<file path="src/rtl/core/gpc_pkg.sv">
// Shared types and constants for the Goldbach prime-count core.
// Used by gpc_ctrl, gpc_datapath, goldbach_prime_count_core and gpc_checker.
// No dependencies.
package gpc_pkg;

  // Width of the tested value and of the serial divider
  localparam int unsigned NUMBER_WIDTH   = 32;
  localparam int unsigned IN_DATA_WIDTH  = ((NUMBER_WIDTH + 7) / 8) * 8;
  localparam int unsigned OUT_DATA_WIDTH = 8;
  localparam int unsigned STEP_WIDTH     = $clog2(NUMBER_WIDTH);

  typedef logic [NUMBER_WIDTH-1:0] number_t;
  typedef logic [STEP_WIDTH-1:0]   step_t;
  typedef logic [1:0]              count_t;

  // Result codes
  localparam count_t COUNT_ONE   = 2'd1;
  localparam count_t COUNT_TWO   = 2'd2;
  localparam count_t COUNT_THREE = 2'd3;

  // First trial divisor and last divider step
  localparam number_t FIRST_DIVISOR = number_t'(2);
  localparam step_t   LAST_STEP     = step_t'(NUMBER_WIDTH - 1);

  // Which value a primality test runs on
  typedef enum logic {
    SRC_INPUT,
    SRC_MINUS_TWO
  } src_t;

  // Controller to datapath
  typedef struct packed {
    logic   start;  // load tested value, divisor 2, start a division
    src_t   src;    // tested value source for start
    logic   step;   // one restoring-division step
    logic   next;   // advance divisor and restart the division
    logic   put;    // load the output word
    count_t code;   // result for put
  } dp_cmd_t;

  // Datapath to controller
  typedef struct packed {
    logic div_last;    // division is on its last step
    logic no_divisor;  // divisor exceeds quotient: loop bound passed
    logic rem_zero;    // remainder is zero
    logic even;        // input value is even
  } dp_status_t;

endpackage

</file>
<file path="src/rtl/core/gpc_datapath.sv">
// Datapath of the Goldbach prime-count core: value registers, trial divisor
// and a bit-serial restoring divider giving quotient and remainder.
// Depends on gpc_pkg.
module gpc_datapath (
  input  logic                                clk,
  input  logic [gpc_pkg::IN_DATA_WIDTH-1:0]   in_data,
  input  gpc_pkg::dp_cmd_t                    cmd,
  output gpc_pkg::dp_status_t                 status,
  output logic [gpc_pkg::OUT_DATA_WIDTH-1:0]  out_data
);

  gpc_pkg::number_t in_number;
  gpc_pkg::number_t value;
  gpc_pkg::number_t tested;
  gpc_pkg::number_t divisor;
  gpc_pkg::number_t rem;
  gpc_pkg::number_t quo;
  gpc_pkg::step_t   step_cnt;
  gpc_pkg::count_t  result;

  gpc_pkg::number_t              start_value;
  logic [gpc_pkg::NUMBER_WIDTH:0] shifted;
  logic [gpc_pkg::NUMBER_WIDTH:0] diff;
  logic                          fits;
  gpc_pkg::number_t              rem_next;
  gpc_pkg::number_t              quo_next;

  assign in_number = in_data[gpc_pkg::NUMBER_WIDTH-1:0];

  // Pick the value to test: the input word, or the held value minus two
  assign start_value = (cmd.src == gpc_pkg::SRC_INPUT) ? in_number
                                                       : value - gpc_pkg::FIRST_DIVISOR;

  // One restoring-division step: shift in the next dividend bit, subtract if it fits
  assign shifted  = {rem, quo[gpc_pkg::NUMBER_WIDTH-1]};
  assign diff     = shifted - {1'b0, divisor};
  assign fits     = ~diff[gpc_pkg::NUMBER_WIDTH];
  assign rem_next = fits ? diff[gpc_pkg::NUMBER_WIDTH-1:0]
                         : shifted[gpc_pkg::NUMBER_WIDTH-1:0];
  assign quo_next = {quo[gpc_pkg::NUMBER_WIDTH-2:0], fits};

  // Hold the value, run the divider, advance the divisor
  always_ff @(posedge clk) begin
    if (cmd.start && cmd.src == gpc_pkg::SRC_INPUT) begin
      value <= in_number;
    end
    if (cmd.start) begin
      tested   <= start_value;
      divisor  <= gpc_pkg::FIRST_DIVISOR;
      rem      <= '0;
      quo      <= start_value;
      step_cnt <= '0;
    end else if (cmd.next) begin
      divisor  <= divisor + gpc_pkg::number_t'(1);
      rem      <= '0;
      quo      <= tested;
      step_cnt <= '0;
    end else if (cmd.step) begin
      rem      <= rem_next;
      quo      <= quo_next;
      step_cnt <= step_cnt + gpc_pkg::step_t'(1);
    end
    if (cmd.put) begin
      result <= cmd.code;
    end
  end

  // Report the last divider step, loop bound, remainder and parity
  assign status.div_last   = (step_cnt == gpc_pkg::LAST_STEP);
  assign status.no_divisor = (divisor > quo);
  assign status.rem_zero   = (rem == '0);
  assign status.even       = ~value[0];

  assign out_data = gpc_pkg::OUT_DATA_WIDTH'(result);

endmodule

</file>
<file path="src/rtl/core/gpc_ctrl.sv">
// Controller of the Goldbach prime-count core: sequences the trial-division
// tests, decides the result and owns both stream handshakes.
// Depends on gpc_pkg.
module gpc_ctrl (
  input  logic                clk,
  input  logic                rst,
  input  logic                s_tvalid,
  output logic                s_tready,
  output logic                m_tvalid,
  input  logic                m_tready,
  input  gpc_pkg::dp_status_t status,
  output gpc_pkg::dp_cmd_t    cmd
);

  typedef enum logic [1:0] {
    S_IDLE,
    S_DIV,
    S_CHECK,
    S_HOLD
  } state_t;

  state_t          state, state_next;
  gpc_pkg::src_t   phase, phase_next;
  gpc_pkg::count_t pending, pending_next;
  logic            m_tvalid_next;
  logic            out_free;
  logic            finish;
  gpc_pkg::count_t finish_code;

  assign s_tready = (state == S_IDLE);
  assign out_free = ~m_tvalid | m_tready;

  // Decide commands and the next state
  always_comb begin
    cmd          = '0;
    cmd.src      = gpc_pkg::SRC_INPUT;
    state_next   = state;
    phase_next   = phase;
    pending_next = pending;
    finish       = 1'b0;
    finish_code  = gpc_pkg::COUNT_ONE;
    case (state)
      S_IDLE: begin
        if (s_tvalid) begin
          cmd.start  = 1'b1;
          cmd.src    = gpc_pkg::SRC_INPUT;
          phase_next = gpc_pkg::SRC_INPUT;
          state_next = S_DIV;
        end
      end
      S_DIV: begin
        cmd.step = 1'b1;
        if (status.div_last) begin
          state_next = S_CHECK;
        end
      end
      S_CHECK: begin
        if (status.no_divisor) begin
          // no divisor up to the square root: tested value is prime
          finish      = 1'b1;
          finish_code = (phase == gpc_pkg::SRC_INPUT) ? gpc_pkg::COUNT_ONE
                                                      : gpc_pkg::COUNT_TWO;
        end else if (status.rem_zero) begin
          if (phase == gpc_pkg::SRC_INPUT && !status.even) begin
            // odd composite: test value minus two next
            cmd.start  = 1'b1;
            cmd.src    = gpc_pkg::SRC_MINUS_TWO;
            phase_next = gpc_pkg::SRC_MINUS_TWO;
            state_next = S_DIV;
          end else begin
            finish      = 1'b1;
            finish_code = status.even ? gpc_pkg::COUNT_TWO : gpc_pkg::COUNT_THREE;
          end
        end else begin
          cmd.next   = 1'b1;
          state_next = S_DIV;
        end
      end
      S_HOLD: begin
        if (out_free) begin
          cmd.put    = 1'b1;
          cmd.code   = pending;
          state_next = S_IDLE;
        end
      end
      default: begin
        state_next = S_IDLE;
      end
    endcase

    // Deliver the result now if the output word is free, else park it
    if (finish) begin
      pending_next = finish_code;
      if (out_free) begin
        cmd.put    = 1'b1;
        cmd.code   = finish_code;
        state_next = S_IDLE;
      end else begin
        state_next = S_HOLD;
      end
    end

    m_tvalid_next = cmd.put | (m_tvalid & ~m_tready);
  end

  // Hold state and registered outputs
  always_ff @(posedge clk) begin
    if (rst) begin
      state    <= S_IDLE;
      phase    <= gpc_pkg::SRC_INPUT;
      pending  <= gpc_pkg::COUNT_ONE;
      m_tvalid <= 1'b0;
    end else begin
      state    <= state_next;
      phase    <= phase_next;
      pending  <= pending_next;
      m_tvalid <= m_tvalid_next;
    end
  end

endmodule

</file>
<file path="src/rtl/core/goldbach_prime_count_core.sv">
// Top level of the Goldbach prime-count core: joins controller and datapath.
// Depends on gpc_pkg, gpc_ctrl and gpc_datapath.
// Each trial divisor takes a full serial division and a check; a test of
// value v runs about sqrt(v) divisors, and up to two tests run per word.
// Throughput: one word at a time; the next is taken once the result is loaded.
// Reset: synchronous, active high; clears the sequencer and output valid.
module goldbach_prime_count_core (
  input  logic                                clk,
  input  logic                                rst,
  input  logic                                s_tvalid,
  output logic                                s_tready,
  // s_tdata: [31:0] number
  input  logic [gpc_pkg::IN_DATA_WIDTH-1:0]   s_tdata,
  output logic                                m_tvalid,
  input  logic                                m_tready,
  // m_tdata: [1:0] prime_count, [7:2] zero
  output logic [gpc_pkg::OUT_DATA_WIDTH-1:0]  m_tdata
);

  gpc_pkg::dp_cmd_t    cmd;
  gpc_pkg::dp_status_t status;

  gpc_ctrl u_ctrl (
    .clk      (clk),
    .rst      (rst),
    .s_tvalid (s_tvalid),
    .s_tready (s_tready),
    .m_tvalid (m_tvalid),
    .m_tready (m_tready),
    .status   (status),
    .cmd      (cmd)
  );

  gpc_datapath u_datapath (
    .clk      (clk),
    .in_data  (s_tdata),
    .cmd      (cmd),
    .status   (status),
    .out_data (m_tdata)
  );

endmodule

</file>
<file path="config.mk">
export PLATFORM = sky130hd
export DESIGN_NAME = goldbach_prime_count_core
export DESIGN_NICKNAME = d
export VERILOG_FILES = /design/src/rtl/core/gpc_pkg.sv /design/src/rtl/core/gpc_datapath.sv /design/src/rtl/core/gpc_ctrl.sv /design/src/rtl/core/goldbach_prime_count_core.sv
export SDC_FILE = /design/constraint.sdc
export NUM_CORES = 1
export LEC_CHECK = 0
export BUFFER_PORTS_ARGS = -buffer_cell sky130_fd_sc_hd__buf_2
export CAP_MARGIN = 20
export CORE_ASPECT_RATIO = 0.5
export CORE_MARGIN = 2
export CORE_UTILIZATION = 41
export CTS_BUF_LIST = sky130_fd_sc_hd__clkbuf_8 sky130_fd_sc_hd__clkbuf_16
export CTS_CLUSTER_SIZE = 30
export DETAILED_ROUTE_END_ITERATION = 8
export PLACE_DENSITY = 0.68
export SLEW_MARGIN = 40
export SYNTH_ARGS = -nofsm -noshare
export SYNTH_HDL_FRONTEND = slang
export SYNTH_SLANG_ARGS = --single-unit
</file>
<file path="constraint.sdc">
create_clock -name clk -period 3.9 [get_ports clk]
set_input_delay 0.585 -clock clk [delete_from_list [all_inputs] [get_ports clk]]
set_output_delay 0.585 -clock clk [all_outputs]
set_load 0.02 [all_outputs]
</file>
==> results.sh, run 1 <==
export IMPL_cp_arrival_ns=3.74
export IMPL_synth_warnings=0
export IMPL_vdd_drop_max_v=0.0008702
export IMPL_path_delay_family="compound AO/OA/AOI/OAI gates"
export IMPL_cts_hold_buf=0
export IMPL_dpl_hpwl_um=17820
export IMPL_post_dp_cell_area_mm2=0.01099
export IMPL_async_flop_share_pct=0
export IMPL_cts_buffers=17
export IMPL_syn_to_final_growth_pct=11.54
export IMPL_skew_ns=0.01165
export IMPL_ant_nets=0
export IMPL_whs_path_depth=1
export IMPL_r2r_slack_ns=0.47
export IMPL_max_stage_delay_ns=0.51
export IMPL_drc=0
export IMPL_relSlewSlack_pct=52.63
export IMPL_clkTransAtPathRegs_ns=0.07
export IMPL_min_path_type="in2reg"
export IMPL_yosysUniqueCellTypes=65
export IMPL_clkSinkCount=173
export IMPL_die_area_mm2=0.02669
export IMPL_intPower_mw=5.207
export IMPL_syn_mean_instance_area_um2=9.254
export IMPL_setup_viol_count_final=0
export IMPL_synth_seq_cells=173
export IMPL_wl_um=24170
export IMPL_pwr_share_seq_pct=28.2
export IMPL_synthAdderAreaFrac_pct=8.388
export IMPL_gr_usage_met2_pct=29.62
export IMPL_synth_xor_area_share_pct=6.917
export IMPL_yosysSeqAreaShare_pct=42.81
export IMPL_holdPathEnd="u_datapath.value[16]"
export IMPL_regArea_mm2=0.004444
export IMPL_pin_count=46
export IMPL_grt_pass1_wl_um=39270
export IMPL_viasPerCell=5.387
export IMPL_busiest_layer="met2"
export IMPL_fin_crit_ns=3.430
export IMPL_die_h_um=116.5
export IMPL_nets=1263
export IMPL_fin_crit_sh_pct=87.94
export IMPL_htreeDepth=4
export IMPL_hold_start="s_tdata[16]"
export IMPL_synth_top_family_by_area="simple AND/OR/NAND/NOR gates"
export IMPL_clkPwrFrac_pct=19.2
export IMPL_reg2reg_from="u_datapath.quo[7]"
export IMPL_final_util_pct=46.26
export IMPL_routed_via_count=8162
export IMPL_antenna_found_initial=0
export IMPL_synthesis_area_mm2=0.01038
export IMPL_cp_slowest_cell="a2111oi_4"
export IMPL_synth_ff_type="edfxtp_1"
export IMPL_grt_pass1_vias=7816
export IMPL_rsz0062_at_grt="no"
export IMPL_p_comb_share_pct=52.6
export IMPL_synth_simple_gate_area_share_pct=17.98
export IMPL_tns_ns=0
export IMPL_met3_usage_pct=3.076
export IMPL_grt_ovfl_total=0
export IMPL_crit_type="reg2reg"
export IMPL_cp_cell_sequence="inv_1 -> ha_1 -> a21oi_1 -> o21ai_0 -> a221oi_1 -> o211ai_1 -> a2111oi_4 -> nor2_1 -> clkinv_2 -> buf_4 -> buf_4 -> nor2_1"
export IMPL_io_buffers=39
export IMPL_crit_path_end_kind="flop"
export IMPL_r2r_end="u_datapath.divisor[4]"
export IMPL_antenna_cells=0
export IMPL_worst_setup_path_start_kind="flop"
export IMPL_drt_iter0_markers=724
export IMPL_cts_buffer_depth=2
export IMPL_synth_edf_count=98
export IMPL_holdWs_ns=0.3361
export IMPL_worstPathRequired_ns=4.21
export IMPL_max_slew_worst_pin_slew_ns=0.7079
export IMPL_hold_viol_final=0
export IMPL_slew_viol_final=0
export IMPL_drive_gt1_share_pct=9.137
export IMPL_layout_common_cells="124 x nand2_1, 113 x nor2_1, 98 x edfxtp_1, 89 x a21oi_1, 76 x o21ai_0"
export IMPL_core_area_mm2=0.02503
export IMPL_synth_area_mux_share_pct=5.122
export IMPL_post_cts_buffers=0
export IMPL_mostFrequentLayoutCell="nand2_1"
export IMPL_power_density_mw_per_mm2=779.2
export IMPL_p_leak_nw=4.700
export IMPL_grtUsageMet1_pct=25.56
export IMPL_multiInputGateArea_mm2=0.005487
export IMPL_num_rows=41
export IMPL_wire_per_inst_um=15.95
export IMPL_dr_pass1_iters=5
export IMPL_gp_congestion=0.8936
export IMPL_cts_root_buffer_cell="clkbuf_16"
export IMPL_max_cap_violations=0
export IMPL_outcome="complete, no violations"
export IMPL_cp_max_fo=28
export IMPL_start_util_pct=41.47
export IMPL_crit_buf_inv=4
export IMPL_synthesis_instances=1122
export IMPL_design_area_mm2=0.01158
export IMPL_p_sw_share_pct=42.30
export IMPL_fmaxAchievable_ghz=0.2916
export IMPL_synth_compound_area_share_pct=14.05
export IMPL_grt_max_degree=68
export IMPL_n_fill_cell=2419
export IMPL_postCtsResizedCells=0
export IMPL_r2r_cells=12
export IMPL_cts_tree="built"
export IMPL_clk_latency_ns=0.44
export IMPL_die_x_um=229.0
export IMPL_grtUsageTotal_pct=18.38
export IMPL_p_sw_mw=3.817
[synth_stat cells (4+ instances only)]
master / number / area share [%]
nor2b_1: 9 / 0.54
mux2i_1: 52 / 5.0
a31oi_1: 11 / 0.66
or3_1: 8 / 0.48
a22o_1: 4 / 0.34
nor3_2: 4 / 0.39
xnor2_1: 57 / 4.8
nand3_1: 20 / 0.96
ha_1: 68 / 8.2
a211oi_1: 4 / 0.29
and4_1: 6 / 0.51
nand2_1: 124 / 4.5
nand2b_1: 15 / 0.90
o21a_1: 5 / 0.36
nand4_1: 16 / 0.96
xor2_1: 25 / 2.1
clkbuf_1: 25 / 0.90
and3_1: 9 / 0.54
nor2_1: 113 / 4.1
a21o_1: 8 / 0.58
a22oi_1: 5 / 0.36
nor3_1: 14 / 0.67
inv_1: 75 / 2.7
nor4_1: 17 / 1.0
o21ai_0: 76 / 3.7
o221ai_1: 8 / 0.67
dfxtp_1: 75 / 14
edfxtp_1: 98 / 28
and2_1: 5 / 0.30
buf_2: 9 / 0.43
o211ai_1: 10 / 0.72
a21oi_1: 89 / 4.3
buf_4: 6 / 0.43
[final cells by class]
class,count,area share [%]
clock buffer,18,3.792
clock inverter,14,1.329
inverter,76,2.474
multi-input combinational,835,47.37
sequential,173,38.38
tap,344,3.717
timing repair buffer,55,2.939
[logic make-up (layout without fill, tap and decap cells)]
| kind of cell | count (synthesis) | after routing |
|---|---|---|
| DFF | 173 | 173 |
| AOI/OAI and AO/OA | 244 | 244 |
| xor gates and xnor gates | 82 | 82 |
| and+or+nand+nor | 381 | 381 |
| other | 1 | 6 |
| muxes | 53 | 53 |
| adders and majority gates | 69 | 69 |
| buffers and inverters | 119 | 163 |
[metrics by stage]
step | setup slack [ns] | total power, mW | instances
floorplan | 0.2163 | 6.177 | 1127
global placement | 0.5954 | 7.148 | 1483
detailed placement | 0.4779 | 7.237 | 1483
CTS | 0.4618 | 8.998 | 1515
global route | 0.2362 | 9.672 | 1515
finish | 0.4702 | 9.024 | 1515
[flip-flops by register name, summed over array words and instances, names as in the netlist, 5 cells and up]
register             cells
u_datapath.quo          32
u_datapath.divisor      32
u_datapath.tested       32
u_datapath.value        32
u_datapath.rem          32
u_datapath.step_cnt      5
[power by group through the flow]
stage	registers (mW)	clock network, mW	logic [mW]
6_report	2.55	1.73	4.74
4_1_cts	2.54	1.76	4.70
2_1_floorplan	2.48	0	3.70
3_3_place_gp	2.56	0	4.58
3_5_place_dp	2.57	0	4.67
5_1_grt	2.58	1.84	5.25
[per-layer routing]
layer	part of all wire (%)	wire, µm
met2	44	10660
met1	50	12120
met5	0	0
met4	1.4	346
met3	4.3	1037
[worst max-delay path by stage]
stage / end / slack (ns) / startpoint / depth (start not counted)
after detailed placement: u_datapath.divisor[4] / 0.48 / u_datapath.quo[7] / 12
after CTS: u_datapath.divisor[4] / 0.46 / u_datapath.quo[7] / 12
final: u_datapath.divisor[4] / 0.47 / u_datapath.quo[7] / 12
after floorplan: u_datapath.tested[0] / 0.22 / u_datapath.quo[14] / 10
after global placement: u_datapath.divisor[5] / 0.60 / u_datapath.quo[7] / 12
after global routing: u_datapath.divisor[4] / 0.24 / u_datapath.quo[11] / 12
Power figures use the tool's default switching activity.
==> inputs of run 2 (changes only) <==
- CELL_PAD_IN_SITES_DETAIL_PLACEMENT: not set -> 0
- CELL_PAD_IN_SITES_GLOBAL_PLACEMENT: not set -> 1
- PLACE_DENSITY: 0.68 -> 0.77
- SYNTH_HIERARCHICAL: not set -> 1
==> results.sh, run 2 <==
export IMPL_drc=0
export IMPL_crit_type="reg2reg"
export IMPL_skew_ns=0.01356
export IMPL_core_area_mm2=0.02509
export IMPL_yosysSeqAreaShare_pct=42.69
export IMPL_fin_crit_ns=4.035
export IMPL_die_x_um=229.3
export IMPL_synth_edf_count=98
export IMPL_mostFrequentLayoutCell="edfxtp_1"
export IMPL_dpl_hpwl_um=17920
export IMPL_die_h_um=116.7
export IMPL_n_fill_cell=2207
export IMPL_max_cap_violations=0
export IMPL_max_stage_delay_ns=0.40
export IMPL_cp_cell_sequence="inv_2 -> ha_4 -> a21o_1 -> a21o_1 -> a21o_1 -> a21o_1 -> a21o_1 -> a21o_1 -> a21oi_1 -> o211ai_1 -> and2_1 -> o31a_1 -> nor3b_2 -> nand3_2 -> nor4_4 -> nand3_2 -> nor2_2 -> nand4_1 -> buf_6 -> nor4_4 -> xnor2_1 -> nor2_1"
export IMPL_r2r_cells=22
export IMPL_max_slew_worst_pin_slew_ns=0.9614
export IMPL_p_leak_nw=5.374
export IMPL_cts_buffer_depth=2
export IMPL_wl_um=27690
export IMPL_antenna_cells=0
export IMPL_wire_per_inst_um=17.62
export IMPL_synth_largest_area_cell="edfxtp_1"
export IMPL_grt_ovfl_total=0
export IMPL_p_sw_share_pct=36.88
export IMPL_layout_common_cells="98 x edfxtp_1, 83 x nor2_1, 76 x inv_1, 74 x dfxtp_1, 67 x ha_1"
export IMPL_relSlewSlack_pct=35.84
export IMPL_drt_iter0_markers=611
export IMPL_grt_max_degree=71
export IMPL_yosysUniqueCellTypes=69
export IMPL_synth_xor_area_share_pct=7.067
export IMPL_gp_congestion=0.8482
export IMPL_clkSinkCount=173
export IMPL_netlist_area_leader_share_pct=28.27
export IMPL_reg2reg_from="u_datapath/quo[9]"
export IMPL_synth_warnings=6
export IMPL_hold_viol_final=0
export IMPL_async_flop_share_pct=0
export IMPL_power_density_mw_per_mm2=548.7
export IMPL_htreeDepth=4
export IMPL_yosys_top_cells_area="edfxtp_1 28%, dfxtp_1 14%, ha_1 8.2%"
export IMPL_crit_path_end_kind="flop"
export IMPL_r2r_end="u_datapath/divisor[30]"
export IMPL_grtUsageTotal_pct=18.50
export IMPL_cp_endpoint="u_datapath/divisor[30]"
export IMPL_cp_depth=22
export IMPL_worstPathRequired_ns=4.22
export IMPL_cts_root_buffer_cell="clkbuf_16"
export IMPL_synth_compound_area_share_pct=15.24
export IMPL_clkTransAtPathRegs_ns=0.08
export IMPL_io_buffers=39
export IMPL_synthesis_instances=1104
export IMPL_crit_path_frequent_cell="a21o_1"
export IMPL_synth_ff_type="edfxtp_1"
export IMPL_ant_nets=0
export IMPL_cp_max_fo=4
export IMPL_synthesis_area_mm2=0.01041
export IMPL_clk_latency_ns=0.44
export IMPL_critical_path_startpoint="u_datapath/quo[9]"
export IMPL_setup_viol_count_final=72
export IMPL_pin_count=46
export IMPL_intPower_mw=4.592
export IMPL_slew_viol_final=0
export IMPL_worst_setup_path_start_kind="flop"
export IMPL_die_area_mm2=0.02676
export IMPL_path_delay_family="simple AND/OR/NAND/NOR gates"
export IMPL_grt_pass1_vias=7664
export IMPL_dr_pass1_iters=5
export IMPL_synth_most_common_cell="nor2_1"
export IMPL_syn_mean_instance_area_um2=9.429
export IMPL_p_comb_share_pct=43.6
export IMPL_cts_buffers=17
export IMPL_worst_slack_ns=-0.1347
export IMPL_syn_to_final_growth_pct=27.36
export IMPL_min_path_type="in2reg"
export IMPL_cts_tree="built"
export IMPL_fin_crit_sh_pct=103.5
export IMPL_viasPerCell=5.471
export IMPL_rsz0062_at_grt="yes"
export IMPL_antenna_found_initial=0
export IMPL_fmaxAchievable_ghz=0.2478
export IMPL_pwr_share_seq_pct=33.0
export IMPL_synth_seq_cells=173
export IMPL_nets=1320
export IMPL_cp_slowest_cell="edfxtp_1"
export IMPL_vdd_drop_max_v=0.0003573
export IMPL_crit_buf_inv=2
export IMPL_drive_gt1_share_pct=24.35
export IMPL_start_util_pct=41.50
export IMPL_p_sw_mw=2.683
export IMPL_synth_area_mux_share_pct=6.082
export IMPL_cp_arrival_ns=4.36
export IMPL_synth_simple_gate_area_share_pct=15.31
export IMPL_synthAdderAreaFrac_pct=8.365
export IMPL_synth_top_family_by_area="simple AND/OR/NAND/NOR gates"
export IMPL_finalPower_mw=7.274
export IMPL_grt_pass1_wl_um=39180
export IMPL_violations="negative setup slack"
export IMPL_synth_common_cells="102 x nor2_1, 98 x edfxtp_1, 84 x a21oi_1"
export IMPL_num_rows=41
export IMPL_final_util_pct=52.85
export IMPL_r2r_slack_ns=-0.13
export IMPL_clkPwrFrac_pct=23.4
export IMPL_routed_via_count=8600
export IMPL_outcome="finished with violations"
[run 2: what timing repair did]
item,in CTS,in global routing
buffers inserted,5,32
endpoints found under the setup margin,60,213
pin swaps,13,49
resized for setup,12,171
hold buffers,0,0
gates cloned,0,23
[run 2: kinds of logic (layout without fill, tap and decap cells)]
logic type	count (synthesis)	count (layout)
and+or+nand+nor	315	318
other	1	6
adders and majority gates	69	69
muxes	63	63
AOI/OAI and AO/OA	264	264
DFF	173	173
xor gates and xnor gates	84	84
buffers and inverters	135	251
[run 2: how the worst min path moves through the flow]
stage,startpoint,end,slack (ns),cells after the start
2_1_floorplan,u_ctrl/pending[1],u_ctrl/pending[1],0.42,2
3_3_place_gp,u_ctrl/pending[1],u_ctrl/pending[1],0.44,2
3_5_place_dp,u_ctrl/pending[1],u_ctrl/pending[1],0.44,2
4_1_cts,s_tdata[26],u_datapath/value[26],0.32,1
5_1_grt,s_tdata[26],u_datapath/value[26],0.32,1
6_report,s_tdata[15],u_datapath/value[15],0.33,1
[run 2: layer usage]
metal / vias to the layer above / wire length, µm / GRT usage [%]
met3: 25 / 950 / 2.905
li1: 4202 / - / -
met4: 0 / 296 / 5.238
met1: 4203 / 13650 / 26.49
met5: - / 0 / 0
met2: 170 / 12800 / 29.15
[run 2: layout make-up]
| type | count | area, µm² | area share [%] |
|---|---|---|---|
| Inverter | 78 | 295.3 | 2.227 |
| Tap cell | 344 | 430.4 | 3.247 |
| Timing Repair Buffer | 141 | 1495 | 11.28 |
| Clock buffer | 18 | 439.2 | 3.313 |
| Multi-Input combinational cell | 804 | 6017 | 45.39 |
| Sequential cell | 173 | 4446 | 33.53 |
| Clock inverter | 14 | 135.1 | 1.019 |
[run 2: worst reg2reg max path, stage by stage, from the launching register on]
cell      delay, ns
edfxtp_1       0.40
inv_2          0.08
ha_4           0.19
a21o_1         0.15
a21o_1         0.15
a21o_1         0.15
a21o_1         0.15
a21o_1         0.15
a21o_1         0.15
a21oi_1        0.13
o211ai_1       0.09
and2_1         0.16
o31a_1         0.27
nor3b_2        0.24
nand3_2        0.13
nor4_4         0.21
nand3_2        0.13
nor2_2         0.16
nand4_1        0.14
buf_6          0.17
nor4_4         0.25
xnor2_1        0.18
nor2_1         0.06
[run 2: power groups by stage]
stage / clock network, mW / logic [mW] / registers, mW
2_1_floorplan: 0 / 2.14 / 2.35
3_3_place_gp: 0 / 2.76 / 2.42
3_5_place_dp: 0 / 2.80 / 2.43
4_1_cts: 1.73 / 2.83 / 2.39
5_1_grt: 1.80 / 3.46 / 2.43
6_report: 1.71 / 3.17 / 2.40
[run 2: metrics by stage]
step | TNS (ns) | instances | hold WS, ns | area (µm²) | worst slack [ns]
finish | -4.217 | 1572 | 0.3306 | 13260 | -0.1347
global route | -36.64 | 1572 | 0.3198 | 13260 | -0.3736
CTS | -0.1023 | 1519 | 0.3171 | 12000 | -0.03666
detailed placement | -0.6222 | 1483 | 0.4390 | 11340 | -0.1006
global placement | -0.04570 | 1483 | 0.4422 | 11340 | -0.04570
floorplan | -50.30 | 1109 | 0.4224 | 10540 | -0.6378
==> inputs of run 3 (changes only) <==
- RECOVER_POWER: not set -> 50
==> results.sh, run 3 (same netlist as run 2, synthesis figures left out) <==
export IMPL_outcome="finished with violations"
export IMPL_violations="negative setup slack"
export IMPL_whs_path_depth=1
export IMPL_htreeDepth=4
export IMPL_max_slew_worst_pin_slew_ns=0.9519
export IMPL_cts_buffers=17
export IMPL_max_cap_violations=0
export IMPL_p_sw_mw=2.678
export IMPL_holdWs_ns=0.3325
export IMPL_grt_pass1_vias=7664
export IMPL_clkSinkCount=173
export IMPL_antenna_cells=0
export IMPL_clkPwrFrac_pct=23.4
export IMPL_die_h_um=116.7
export IMPL_mostFrequentLayoutCell="edfxtp_1"
export IMPL_ant_nets=0
export IMPL_die_area_mm2=0.02676
export IMPL_setup_viol_count_final=68
export IMPL_gp_congestion=0.8482
export IMPL_dpl_hpwl_um=17920
export IMPL_p_leak_nw=5.291
export IMPL_dr_pass1_iters=5
export IMPL_r2r_end="u_datapath/divisor[30]"
export IMPL_min_path_type="in2reg"
export IMPL_syn_to_final_growth_pct=26.95
export IMPL_clk_latency_ns=0.44
export IMPL_relSlewSlack_pct=36.47
export IMPL_skew_ns=0.01318
export IMPL_grt_ovfl_total=0
export IMPL_clkTransAtPathRegs_ns=0.08
export IMPL_pwr_share_seq_pct=33.1
export IMPL_reg2reg_from="u_datapath/quo[9]"
export IMPL_fin_crit_ns=4.006
export IMPL_final_util_pct=52.68
export IMPL_rsz0062_at_grt="yes"
export IMPL_worst_slack_ns=-0.1061
export IMPL_grt_max_degree=71
export IMPL_intPower_mw=4.587
export IMPL_nets=1320
export IMPL_cts_buffer_depth=2
export IMPL_fmaxAchievable_ghz=0.2496
export IMPL_layout_common_cells="98 x edfxtp_1, 83 x nor2_1, 76 x inv_1, 74 x dfxtp_1, 67 x ha_1"
export IMPL_vdd_drop_max_v=0.0003572
export IMPL_num_rows=41
export IMPL_core_area_mm2=0.02509
export IMPL_viasPerCell=5.481
export IMPL_hold_viol_final=0
export IMPL_grt_pass1_wl_um=39180
export IMPL_p_sw_share_pct=36.86
export IMPL_drt_iter0_markers=566
export IMPL_crit_type="reg2reg"
export IMPL_wl_um=27670
export IMPL_holdPathEnd="u_datapath/value[26]"
export IMPL_worst_setup_path_start_kind="flop"
export IMPL_r2r_cells=22
export IMPL_cts_tree="built"
export IMPL_power_density_mw_per_mm2=549.8
export IMPL_slew_viol_final=0
export IMPL_cts_root_buffer_cell="clkbuf_16"
export IMPL_fin_crit_sh_pct=102.7
export IMPL_grtUsageTotal_pct=18.50
export IMPL_drive_gt1_share_pct=21.82
export IMPL_worstPathRequired_ns=4.22
export IMPL_cp_max_fo=4
export IMPL_cts_hold_buf=0
export IMPL_cp_arrival_ns=4.33
export IMPL_wire_per_inst_um=17.60
export IMPL_antenna_found_initial=0
export IMPL_die_x_um=229.3
export IMPL_pin_count=46
export IMPL_hold_start="s_tdata[26]"
export IMPL_crit_path_end_kind="flop"
export IMPL_drc=0
export IMPL_io_buffers=39
export IMPL_r2r_slack_ns=-0.11
export IMPL_tns_ns=-3.867
export IMPL_start_util_pct=41.50
export IMPL_routed_via_count=8616
export IMPL_p_comb_share_pct=43.5
## run 3: worst max-delay path, cell delays in order, from the launching register on
cell and delay (ns):
edfxtp_1 0.40, inv_2 0.08, ha_4 0.19, a21o_1 0.15, a21o_1 0.15, a21o_1 0.15
a21o_1 0.15, a21o_1 0.15, a21o_1 0.15, a21oi_1 0.13, o211ai_1 0.09, and2_1 0.16
o31a_1 0.27, nor3b_2 0.23, nand3_2 0.13, nor4_4 0.21, nand3_2 0.13, nor2_2 0.15
nand4_1 0.14, buf_6 0.18, nor4_4 0.25, xnor2_1 0.18, nor2_1 0.06
## run 3: metal layers
metal | part of all wire (%) | GRT usage (%) | vias up
met5 | 0 | 0 | -
met1 | 49 | 26.49 | 4199
met4 | 1.1 | 5.238 | 0
li1 | - | - | 4199
met2 | 46 | 29.15 | 191
met3 | 4.1 | 2.905 | 27
## run 3: cell type report
| cell class | count | area, µm² |
|---|---|---|
| fillers | 2219 | 11870 |
| inverters | 78 | 295.3 |
| well taps | 344 | 430.4 |
| repair buffers | 141 | 1458 |
| flip-flops and latches | 173 | 4446 |
| clock inverters | 14 | 135.1 |
| clock buffers | 18 | 439.2 |
| multi-input cells | 804 | 6012 |
## run 3: through the flow
stage / setup slack [ns] / total power [mW] / instance area (µm²) / std cells
finish: -0.1061 / 7.266 / 13220 / 1572
global route: -0.3736 / 7.683 / 13220 / 1572
CTS: -0.03666 / 6.953 / 12000 / 1519
detailed placement: -0.1006 / 5.232 / 11340 / 1483
global placement: -0.04570 / 5.181 / 11340 / 1483
floorplan: -0.6378 / 4.490 / 10540 / 1109
## run 3: power by group through the flow
| stage | clock network (mW) | registers [mW] | logic, mW |
|---|---|---|---|
| final | 1.70 | 2.40 | 3.16 |
| after global routing | 1.80 | 2.43 | 3.45 |
| after CTS | 1.73 | 2.39 | 2.83 |
| after detailed placement | 0 | 2.43 | 2.80 |
| after global placement | 0 | 2.42 | 2.76 |
| after floorplan | 0 | 2.35 | 2.14 |
## run 3: worst max-delay path by stage
stage / from / to / slack (ns) / depth (start not counted)
floorplan: u_datapath/quo[9] / u_datapath/value[0] / -0.64 / 19
global placement: u_datapath/quo[9] / u_datapath/divisor[30] / -0.05 / 21
detailed placement: u_datapath/quo[9] / u_datapath/divisor[30] / -0.10 / 21
CTS: u_datapath/quo[9] / u_datapath/divisor[31] / -0.04 / 21
global route: u_datapath/quo[1] / u_datapath/divisor[30] / -0.37 / 22
finish: u_datapath/quo[9] / u_datapath/divisor[30] / -0.11 / 22
## run 3: timing repair
item | in CTS | in global routing
gates cloned | 0 | 23
pin swaps | 13 | 49
setup buffers | 5 | 32
setup endpoints to repair | 60 | 213
resized for setup | 12 | 171
